==> config.mk <==
export PLATFORM = sky130hd
export DESIGN_NAME = psh_bucket
export DESIGN_NICKNAME = d
export VERILOG_FILES = /design/src/hdl/psh_pkg.sv /design/src/hdl/psh_bucket.sv
export SDC_FILE = /design/constraint.sdc
export NUM_CORES = 1
export LEC_CHECK = 0
export ABC_AREA = 0
export BUFFER_PORTS_ARGS = -buffer_cell sky130_fd_sc_hd__buf_4
export CAP_MARGIN = 30
export CELL_PAD_IN_SITES_DETAIL_PLACEMENT = 1
export CELL_PAD_IN_SITES_GLOBAL_PLACEMENT = 1
export CORE_AREA = 2 2 218 220
export CTS_BUF_LIST = sky130_fd_sc_hd__clkbuf_4 sky130_fd_sc_hd__clkbuf_8 sky130_fd_sc_hd__clkbuf_16
export DETAILED_ROUTE_END_ITERATION = 8
export DIE_AREA = 0 0 220 222
export HOLD_SLACK_MARGIN = 0.08
export PLACE_DENSITY = 0.55
export SETUP_SLACK_MARGIN = 0.3
export SYNTH_ARGS = -nofsm -noshare
export SYNTH_HDL_FRONTEND = slang
export SYNTH_SLANG_ARGS = --single-unit
==> constraint.sdc <==
create_clock -name clk -period 7.8 [get_ports clk]
set_input_delay 1.56 -clock clk [delete_from_list [all_inputs] [get_ports clk]]
set_output_delay 1.56 -clock clk [all_outputs]
set_load 0.05 [all_outputs]
==> src/hdl/psh_pkg.sv <==
// Package for the polynomial string hash block: field widths, hash and bucket
// constants, and the two constant fold tables used for modular reduction.
// No dependencies; every other file of the block imports it.
`timescale 1ns / 1ps
`default_nettype none

package psh_pkg;

  localparam int CHAR_W  = 8;
  localparam int HASH_W  = 31;
  localparam int POW_W   = 30;
  localparam int PROD_W  = CHAR_W + POW_W;
  localparam int REM_W   = 31;
  localparam int LIMIT_W = 16;
  localparam int FOLD_IDX_W = 8;
  localparam int POW_X_W = POW_W + 5;

  localparam longint HASH_MOD  = 64'd1000000007;
  localparam longint HASH_BASE = 64'd31;

  localparam logic [POW_W-1:0]        MOD_P         = 30'd1000000007;
  localparam logic [REM_W-1:0]        MOD_P_X2      = 31'd2000000014;
  localparam logic signed [CHAR_W:0]  CHAR_OFFSET   = 9'sd96;
  localparam logic signed [HASH_W-1:0] IDX_XOR_IN   = 31'sd7;
  localparam logic [6:0]              IDX_XOR_OUT   = 7'd11;
  localparam logic [7:0]              IDX_ADD       = 8'd7;
  localparam logic [30:0]             DIV34_RECIP   = 31'd2021161081;
  localparam int                      DIV34_SHIFT   = 36;
  localparam logic [LIMIT_W-1:0]      LIMIT_RESET   = 16'd64;
  localparam logic [LIMIT_W-1:0]      BUCKET_ONES   = 16'hFFFF;

  typedef logic [POW_X_W-1:0] pow_fold_t;
  typedef pow_fold_t pow_fold_tbl_t [2**FOLD_IDX_W];
  typedef logic [PROD_W-1:0] prod_fold_t;
  typedef prod_fold_t prod_fold_tbl_t [2**FOLD_IDX_W];

  // Entry i is the largest multiple of the modulus not above 31 * i * 2^22,
  // indexed by the top byte of the power.
  function automatic pow_fold_tbl_t make_pow_fold();
    pow_fold_tbl_t tbl;
    longint unsigned quo;
    for (int i = 0; i < 2**FOLD_IDX_W; i++) begin
      quo = (HASH_BASE * longint'(i) * (64'd1 << (POW_W - FOLD_IDX_W))) / HASH_MOD;
      tbl[i] = POW_X_W'(quo * HASH_MOD);
    end
    return tbl;
  endfunction

  // Entry i is the largest multiple of the modulus not above i * 2^30,
  // indexed by the top byte of the product.
  function automatic prod_fold_tbl_t make_prod_fold();
    prod_fold_tbl_t tbl;
    longint unsigned quo;
    for (int i = 0; i < 2**FOLD_IDX_W; i++) begin
      quo = (longint'(i) * (64'd1 << (PROD_W - FOLD_IDX_W))) / HASH_MOD;
      tbl[i] = PROD_W'(quo * HASH_MOD);
    end
    return tbl;
  endfunction

  localparam pow_fold_tbl_t  POW_FOLD  = make_pow_fold();
  localparam prod_fold_tbl_t PROD_FOLD = make_prod_fold();

endpackage

`default_nettype wire

==> src/hdl/psh_bucket.sv <==
// Bucket index pipeline: truncating remainder by 34 through a reciprocal
// multiply, the xor and offset steps, and the shift down to the bucket limit.
// Depends on psh_pkg.
`timescale 1ns / 1ps
`default_nettype none

module psh_bucket import psh_pkg::*; (
  input  logic                     clk,
  input  logic                     rst,
  input  logic                     hash_valid,
  output logic                     hash_ready,
  input  logic signed [HASH_W-1:0] key_hash,
  input  logic [LIMIT_W-1:0]       limit,
  output logic                     out_valid,
  input  logic                     out_ready,
  output logic signed [HASH_W-1:0] out_hash,
  output logic [LIMIT_W-1:0]       out_bucket
);

  logic signed [HASH_W-1:0] hash_x;
  logic [HASH_W-1:0]        hash_xn;
  logic [POW_W-1:0]         hash_mag;

  logic                     a_valid, a_neg;
  logic [POW_W-1:0]         a_mag;
  logic signed [HASH_W-1:0] a_hash;
  logic [60:0]              div_prod;

  logic                     b_valid, b_neg;
  logic [5:0]               b_q6, b_a6;
  logic signed [HASH_W-1:0] b_hash;

  logic [5:0]         q34;
  logic [5:0]         rem6;
  logic [6:0]         rem_s;
  logic [6:0]         rem_x;
  logic [7:0]         idx_s;
  logic [LIMIT_W-1:0] cand;
  logic [LIMIT_W-1:0] bucket_sel;

  logic rdy_a, rdy_b, rdy_o;

  assign rdy_o      = !out_valid || out_ready;
  assign rdy_b      = !b_valid || rdy_o;
  assign rdy_a      = !a_valid || rdy_b;
  assign hash_ready = rdy_a;

  always_comb begin
    hash_x   = key_hash ^ IDX_XOR_IN;
    hash_xn  = -hash_x;
    hash_mag = hash_x[HASH_W-1] ? hash_xn[POW_W-1:0] : hash_x[POW_W-1:0];
  end

  assign div_prod = 61'(a_mag) * 61'(DIV34_RECIP);

  // The remainder is below 64, so the low six bits of the quotient suffice.
  always_comb begin
    q34   = 6'({b_q6, 5'b0}) + 6'({b_q6, 1'b0});
    rem6  = b_a6 - q34;
    rem_s = b_neg ? -{1'b0, rem6} : {1'b0, rem6};
    rem_x = rem_s ^ IDX_XOR_OUT;
    idx_s = {rem_x[6], rem_x} + IDX_ADD;
  end

  // A negative index wraps to a 64-bit value whose shifted forms fit 16 bits
  // only once they are all ones, so only those shapes are tried.
  always_comb begin
    bucket_sel = '0;
    cand       = '0;
    if (idx_s[7]) begin
      for (int j = 7; j >= 0; j--) begin
        cand = BUCKET_ONES >> (2 * j);
        if (cand <= limit) bucket_sel = cand;
      end
    end else begin
      for (int j = 3; j >= 0; j--) begin
        cand = LIMIT_W'(idx_s[6:0]) >> (2 * j);
        if (cand <= limit) bucket_sel = cand;
      end
    end
  end

  always_ff @(posedge clk) begin
    if (rst) begin
      a_valid   <= 1'b0;
      b_valid   <= 1'b0;
      out_valid <= 1'b0;
    end else begin
      if (rdy_a) a_valid <= hash_valid;
      if (rdy_b) b_valid <= a_valid;
      if (rdy_o) out_valid <= b_valid;
    end
  end

  always_ff @(posedge clk) begin
    if (hash_valid && rdy_a) begin
      a_mag  <= hash_mag;
      a_neg  <= hash_x[HASH_W-1];
      a_hash <= key_hash;
    end
    if (a_valid && rdy_b) begin
      b_q6   <= div_prod[DIV34_SHIFT +: 6];
      b_a6   <= a_mag[5:0];
      b_neg  <= a_neg;
      b_hash <= a_hash;
    end
    if (b_valid && rdy_o) begin
      out_hash   <= b_hash;
      out_bucket <= bucket_sel;
    end
  end

endmodule

`default_nettype wire

# Yosys cells after proc, flatten, opt, wreduce, memory -nomap -nowiden
# Index checks and enable logic that the tools add are counted.
# word_totals
regBits	155
latchBits	0
ramBits	0
rom_bits	0
inputBits	51
out_inout_bits	49
word_cells	56
n_memories	0
# classes
add_sub_neg	5
mul	1
div	0
magnitude_cmp	12
n_eq_ne	0
shift	0
mux	15
n_bitwise	2
n_reduce_logical	9
# ops
op	count
16-bit 2-to-1 mux	11
30-bit by 31-bit multiplier with 41-bit output, second input constant	1
30-bit 2-to-1 mux	1
30-bit negator	1
1-bit by 16-bit <= comparator with 1-bit output	1
10-bit by 16-bit <= comparator with 1-bit output, first input constant	1
12-bit by 16-bit <= comparator with 1-bit output, first input constant	1
14-bit by 16-bit <= comparator with 1-bit output, first input constant	1
16-bit <= comparator, first input constant	1
2-bit by 16-bit <= comparator with 1-bit output, first input constant	1
3-bit by 16-bit <= comparator with 1-bit output	1
4-bit by 16-bit <= comparator with 1-bit output, first input constant	1
5-bit by 16-bit <= comparator with 1-bit output	1
6-bit by 16-bit <= comparator with 1-bit output, first input constant	1
7-bit by 16-bit <= comparator with 1-bit output	1
8-bit by 16-bit <= comparator with 1-bit output, first input constant	1
7-bit by 4-bit adder with 8-bit output, second input constant	1
7-bit 2-to-1 mux	1
6-bit negator with 7-bit output	1
6-bit adder	1
3-bit inverter	2
6-bit subtractor	1
1-bit logical AND	3
1-bit logical NOT	3
other kinds (3)	5

# Depth between registers and ports, before layout
# Gate-level depths: netlist of run 1.
# depth
word_depth	12
ltp_mapped	25
mapped_depth_nobuf	25

# Worst setup path after synthesis of run 1
# No wires, ideal clock.
# synth_timing
path_type	flip-flop to flip-flop
start	register a_mag[27]
end	register b_q6[4], data pin
setup_time_ns	0.260
arrival_time_ns	6.611
required_time_ns	7.540
path_slack_ns	0.930
stages_incl_launch_ff	24
n_path_buf	0
synth_period_minus_slack_ns	6.870
cell_sequence	edfxtp_1 -> fa_1 -> inv_1 -> fa_1 -> inv_1 -> fa_1 -> inv_1 -> fa_1 -> fa_1 -> inv_1 -> fa_1 -> fa_1 -> inv_1 -> fa_1 -> inv_1 -> ha_1 -> a21o_1 -> a21o_1 -> a21o_1 -> o21a_1 -> a2111oi_0 -> o22ai_1 -> a21oi_1 -> xnor2_1
# synth_via
elab_chain_len	1
# synth_rtl
element	line_no	source
start, declared	psh_bucket.sv:25	logic [POW_W-1:0] a_mag;
start signal, assigned	psh_bucket.sv:97	a_mag <= hash_mag;
30-bit by 31-bit multiplier with 41-bit output	psh_bucket.sv:54	assign div_prod = 61'(a_mag) * 61'(DIV34_RECIP);
via div_prod[40]	psh_bucket.sv:27	logic [60:0] div_prod;
end signal, assigned	psh_bucket.sv:102	b_q6 <= div_prod[DIV34_SHIFT +: 6];
end, declared	psh_bucket.sv:30	logic [5:0] b_q6, b_a6;
# The timed path passes the listed nets, and every way through them passes these cells.
# A chain may end at the register's enable or synchronous reset.

# Worst setup path after layout of run 1
# Ends and elaborated chain as after synthesis.

==> results.md, run 1 <==
* Synth Flop Type: edfxtp_1
* Syn nets at 1,732
* Clock skew at 0.00867 ns
* Chip Width at 220 µm
* Initial core utilization at 0.318
* Port Buffer Count at 99
* H-Tree Depth at 4
* Inst Count DP at 1,965
* Simple-gate share of the synthesized area at 0.0518
* Max-slew violations at 0
* WL/cell at 18.4 µm
* Busiest grt layer: met2
* Non-filler cells, final at 2,001
* Synth top area share at 0.298
* TritonCTS clock tree: yes
* Tcrit/Tclk final at 0.922
* Critical Path AT at 7.39 ns
* Final wirelength at 36.8 mm
* Ys Warns at 0
* Ys async rst share at 0
* Slowest stage delay, CP at 0.61 ns
* Final min period at 7.19 ns
* Area leader, netlist: edfxtp_1
* Rel. slew slack at 0.447
* Fillers at 5,124
* Post-DP HPWL at 31.7 mm
* Number of synthesized flops with an enable pin at 146
* CP bufs+invs at 6
* Drt first pass iters at 4
* Post-synth top cells: inv_1, ha_1, fa_1
* WP data required at 8.00 ns
* Final nets at 1,850
* TritonCTS Sinks at 149
* Setup TNS at 0 ns
* Share of cells above drive strength 1 at 0.115
* Slew at the pin closest to its max-slew limit at 0.830 ns
* Global route overflow at 0
* Later-pin clock latency in the skew report at 0.45 ns
* Most common cell in the netlist: inv_1
* Compound-Gate Fraction of Synth Area at 0.0681
* Largest net degree at the start of global routing at 61
* Mux cell area share after synthesis at 0.00280
* Reg area at 4440 µm²
* Critical Path Start Type: flop
* Post-Syn Area at 14,700 µm²
* #FFs+latches synth at 149
* First-pass GRT wire length at 57.4 mm
* Seq/Total Area, Yosys at 0.302
* Synth unique cells at 61
* Clk root buf: clkbuf_16
* Global routing usage on met3 at 0.0213
* Final Hold Fails at 0
* Max Clk Rate at 139 MHz
* RePlAce Congestion at 0.854
* Avg Inst Size Synth at 11.7 µm²
* CP Max Fanout at 6
* Max Root-Sink Buffers at 2
* Post-Synthesis Cells at 1,263
* Unrepaired setup endpoints after global routing: no
* 1st-iter DRT viols at 412
* Io pins at 100
* Setup violators final at 0
* # hold bufs at CTS at 0
* Top cell by count, worst path: fa_1
* GR Util All Layers at 0.156
* Top cells by area, synth: edfxtp_1, fa_1, ha_1
* Cts bufs inserted at 17
* Via count at 9,248
* Crit Path Class: flop to flop
* Average via count per standard cell at 4.62
* Min-Delay Path Class: flop to flop
* Crit path max-delay family: adder cells
* Combinational family with the most area after synthesis: adder cells
* Critical-path top delay cell: fa_1
* Max-cap viol count at 0
* Met2 Usage GRT at 0.265
* Die area at 48,800 µm²
* Critical Path, Cell by Cell: fa_1, inv_1, fa_1, inv_1, fa_1, inv_1, fa_1, fa_1, inv_1, fa_1, fa_1, inv_1, fa_1, inv_1, ha_1, a21o_1, a21o_1, a21o_1, o21a_1, a2111oi_2, o22ai_1, a21oi_1, xnor2_1
* Area of the multi-input gates at 9060 µm²
* Num rows at 79
* Detail Route Antenna Nets at 0
* Area Growth Syn to Fin at 14.6%
* Endpoint class of the critical path: flop
* Antenna cell count at 0
* Outcome: complete, no violations
* Synth Area in Adders at 0.451
* Clock Pin Slew Worst Setup and Hold Paths at 0.07 ns
* DRC violation count after routing at 0
* CORE AREA at 46,300 µm²
* Post-Synth XOR/XNOR Area at 0.0387
* Die height at 222 µm
* Antenna violations before repair at 0
* Vias in the first global route at 10,178
* Met1 GRT Util at 0.214
per-layer routing:
metal	vias up	wire length (µm)	share of wire
met5	-	0	0
met4	0	384	0.010
met3	25	1260	0.034
met2	105	18100	0.49
met1	4723	17000	0.46
li1	4395	-	-
registers in the layout, summed over array words and instances (netlist names), 5 cells and up:
register and count:
out_hash 31, b_a6 6, a_hash 30, b_hash 30, b_q6 5, out_bucket 12, a_mag 30
final timing paths:
kind / cells past startpoint / from / to / slack, ns
hold / removal: 0 / b_hash[22] / out_hash[22] / 0.41
setup reg to reg: 23 / a_mag[27] / b_q6[4] / 0.61
hold reg to reg: 0 / b_hash[22] / out_hash[22] / 0.41
setup / recovery: 23 / a_mag[27] / b_q6[4] / 0.61
kinds of logic (layout without fill, tap and decap cells):
logic type,count (synthesis),in the layout
and+or+nand+nor,147,147
xor gates and xnor gates,65,65
adders and majority gates,418,418
buffers and inverters,333,464
AOI/OAI and AO/OA,147,147
muxes,4,4
DFF,149,149
area by class of cell:
type	count	area share
Timing Repair Buffer	109	0.0483
Sequential cell	149	0.263
Tap cell	607	0.0450
Clock inverter	15	0.00949
Multi-Input combinational cell	781	0.537
Clock buffer	17	0.0252
Inverter	323	0.0718
metrics by stage:
| step | hold slack (ns) | cell area, µm² | utilization | setup slack (ns) |
|---|---|---|---|---|
| after floorplan | 0.400 | 14700 | - | 0.930 |
| after global placement | 0.401 | 16200 | 0.351 | 0.614 |
| after detailed placement | 0.405 | 16300 | 0.351 | 0.512 |
| after CTS | 0.419 | 16800 | 0.364 | 0.474 |
| after global routing | 0.425 | 16900 | 0.365 | 0.311 |
| final | 0.414 | 16900 | 0.365 | 0.609 |
worst reg2reg max path, cell delays in order (launching register included):
cell and delay, ns:
edfxtp_1 0.49, fa_1 0.61, inv_1 0.07, fa_1 0.52
inv_1 0.06, fa_1 0.53, inv_1 0.06, fa_1 0.53
fa_1 0.56, inv_1 0.06, fa_1 0.50, fa_1 0.55
inv_1 0.05, fa_1 0.53, inv_1 0.04, ha_1 0.19
a21o_1 0.15, a21o_1 0.16, a21o_1 0.21, o21a_1 0.25
a2111oi_2 0.37, o22ai_1 0.15, a21oi_1 0.20, xnor2_1 0.08
cell usage in the layout (no fill, tap or decap), drive strengths merged, types with 4 or more instances in the layout:
cell type / Yosys / final
and3: 5 / 5
nor2: 27 / 27
inv: 323 / 330
o31ai: 9 / 9
a311oi: 5 / 5
o21ai: 22 / 22
xnor2: 52 / 52
nor2b: 11 / 11
a21o: 22 / 22
a21oi: 32 / 32
nand2: 40 / 40
ha: 230 / 230
nand3: 12 / 12
clkbuf: 6 / 17
nor3: 11 / 11
nand4: 7 / 7
o21bai: 4 / 4
o21a: 8 / 8
o41ai: 4 / 4
or4: 7 / 7
edfxtp: 146 / 146
a211oi: 4 / 4
a31oi: 8 / 8
clkinv: 0 / 6
buf: 4 / 109
and2: 4 / 4
or2: 6 / 6
nor4: 5 / 5
xor2: 13 / 13
fa: 188 / 188
o22ai: 6 / 6
or3: 4 / 4
repair_timing:
item                                    CTS  global route
gates resized for setup                   0             2
hold endpoints to repair                  0             0
setup buffers                             0             4
endpoints found under the setup margin    0             1
Power of run 1 is left out: the tool's default activity adds up to more than one toggle a clock period on the data nets, which glitch-free logic cannot reach.
==> run 2: changes to the inputs <==
--- a/config.mk
+++ b/config.mk
@@ -16,6 +16,7 @@
 export DIE_AREA = 0 0 220 222
 export HOLD_SLACK_MARGIN = 0.08
 export PLACE_DENSITY = 0.55
+export RECOVER_POWER = 100
 export SETUP_SLACK_MARGIN = 0.3
 export SYNTH_ARGS = -nofsm -noshare
 export SYNTH_HDL_FRONTEND = slang
==> run 2 against run 1 <==
The flow now finishes with violations (max-capacitance violations, max-slew violations). Global-route usage did not move. Clock skew about the same. Register-to-register slack lost 0.09 ns. Sequential cell count stayed put. Routed wire length barely moved. Fmax shrank 1.2%. Via count about the same. Worst setup slack got worse by 0.091 ns. Utilization decreased by 0.79 points. Clock-buffer cell count unchanged. Non-clock buffer count is the same. Cell count stayed put.
==> results.md, run 2 (synthesis gave the netlist of run 1 again) <==
* Max Root-Sink Buffers at 2 (unchanged)
* Max FFs per register at 31 (unchanged)
* H-Tree Depth at 4 (unchanged)
* Post-DP HPWL at 31.7 mm (unchanged)
* Port Buffer Count at 99 (unchanged)
* Average via count per standard cell at 4.62 (about the same)
* Crit Path Class: flop to flop
* RePlAce Congestion at 0.854 (unchanged)
* Initial core utilization at 0.318 (unchanged)
* WP data required at 7.99 ns (about the same)
* Global route overflow at 0 (unchanged)
* First-pass GRT wire length at 57.4 mm (unchanged)
* Critical-path top delay cell: fa_1
* Failing checks: max-capacitance violations, max-slew violations
* Final nets at 1,850 (unchanged)
* Final wirelength at 36.8 mm (about the same)
* Setup TNS at 0 ns (unchanged)
* Die height at 222 µm (unchanged)
* Antenna cell count at 0 (unchanged)
* Top reg by flops: out_hash
* Max-slew violations at 125 (+125)
* Critical Path Start Type: flop
* Worst reg2reg setup slack at 0.52 ns (-0.09 ns)
* Share of cells above drive strength 1 at 0.0488 (-0.0660)
* Rel. slew slack at -1.26 (-1.71)
* Max Clk Rate at 137 MHz (-1.2%)
* TritonCTS Sinks at 149 (unchanged)
* Critical Path AT at 7.48 ns (+0.09 ns)
* 1st-iter DRT viols at 411 (-0.24%)
* Die area at 48,800 µm² (unchanged)
* Clock Pin Slew Worst Setup and Hold Paths at 0.07 ns (about the same)
* Setup ws final at 0.518 ns (-0.0910 ns)
* Drt first pass iters at 4 (unchanged)
* Inst Count DP at 1,965 (unchanged)
* TritonCTS clock tree: yes
* Critical Path, Cell by Cell: fa_1, inv_1, fa_1, inv_1, fa_1, inv_1, fa_1, fa_1, inv_1, fa_1, fa_1, inv_1, fa_1, inv_1, ha_1, a21o_1, a21o_1, a21o_1, o21a_1, a2111oi_0, o22ai_1, a21oi_1, xnor2_1
* Non-filler cells, final at 2,001 (unchanged)
* Antenna violations before repair at 0 (unchanged)
* DRC violation count after routing at 0 (unchanged)
* Largest net degree at the start of global routing at 61 (unchanged)
* Cts bufs inserted at 17 (unchanged)
* CP Max Fanout at 6 (unchanged)
* Chip Width at 220 µm (unchanged)
* Final Hold Fails at 0 (unchanged)
* Tcrit/Tclk final at 0.934 (+0.0117)
* Clock skew at 0.00883 ns (+0.000151 ns)
* Final min period at 7.28 ns (+0.0910 ns)
* Vias in the first global route at 10,178 (unchanged)
* Later-pin clock latency in the skew report at 0.44 ns (about the same)
* Detail Route Antenna Nets at 0 (unchanged)
* CORE AREA at 46,300 µm² (unchanged)
* Unrepaired setup endpoints after global routing: no
* Min-Delay Path Class: flop to flop
* Io pins at 100 (unchanged)
* Most frequent cells in the layout: inv_1, ha_1, fa_1
* Commonest non-fill, non-tap cell in the layout: inv_1
* Clk root buf: clkbuf_16
* Num rows at 79 (unchanged)
* Via count at 9,243 (-0.054%)
* WL/cell at 18.4 µm (about the same)
* Top cell by count, worst path: fa_1
* Slew at the pin closest to its max-slew limit at 3.39 ns (+2.56 ns)
* GR Util All Layers at 0.156 (unchanged)
* Area Growth Syn to Fin at 12.1%
* Endpoint class of the critical path: flop
* Dpl ws at 0.512 ns (unchanged)
* Slowest stage delay, CP at 0.61 ns (about the same)
* # hold bufs at CTS at 0 (unchanged)
* Max-cap viol count at 3 (+3)
* Setup violators final at 0 (unchanged)
* Outcome: finished, violations left
run 2: cell types whose count changed in the layout (fill, tap and decap cells not counted), sizes merged:
cell    change
buf        -86
clkbuf     +86
run 2: worst max-delay path, delay by kind of cell (launching register included):
kind / cells / cell delay, ns
buffers and inverters: 6 / 0.34
AO/OA/AOI/OAI: 7 / 1.58
XOR/XNOR: 1 / 0.08
flip-flops: 1 / 0.49
adder cells (fa/ha/maj): 9 / 4.52
run 2: through the flow:
stage               cell area [µm²]  utilization  hold slack [ns]
global route                  16500        0.357            0.425
global placement              16200        0.351            0.401
detailed placement            16300        0.351            0.405
CTS                           16800        0.364            0.419
floorplan                     14700            -            0.400
finish                        16500        0.357            0.414
run 2: path summary, 6_finish.rpt:
path         startpoint            to  depth (start not counted)
max reg2reg   a_mag[27]       b_q6[4]                         23
min reg2reg  b_hash[22]  out_hash[22]                          0
max           a_mag[27]       b_q6[4]                         23
min          b_hash[22]  out_hash[22]                          0
run 2: metal layers:
metal / GRT usage / vias to the layer above / wire, µm
met5: 0 / - / 0
met4: 0.0294 / 0 / 384
met3: 0.0213 / 25 / 1070
met2: 0.265 / 97 / 18100
met1: 0.214 / 4728 / 17200
li1: - / 4393 / -
run 2: cell type report:
type | count | area, µm²
inverter | 323 | 1210
timing repair buffer | 109 | 497
tap | 607 | 759
clock inverter | 15 | 160
sequential | 149 | 4440
multi-input combinational | 781 | 9010
clock buffer | 17 | 425
fill | 5191 | 29700
run 2: repair_timing:
item	4_1_cts	5_1_grt
setup buffers	0	4
setup endpoints to repair	0	1
resized for setup	0	2
Power of run 2 is left out for the same reason.
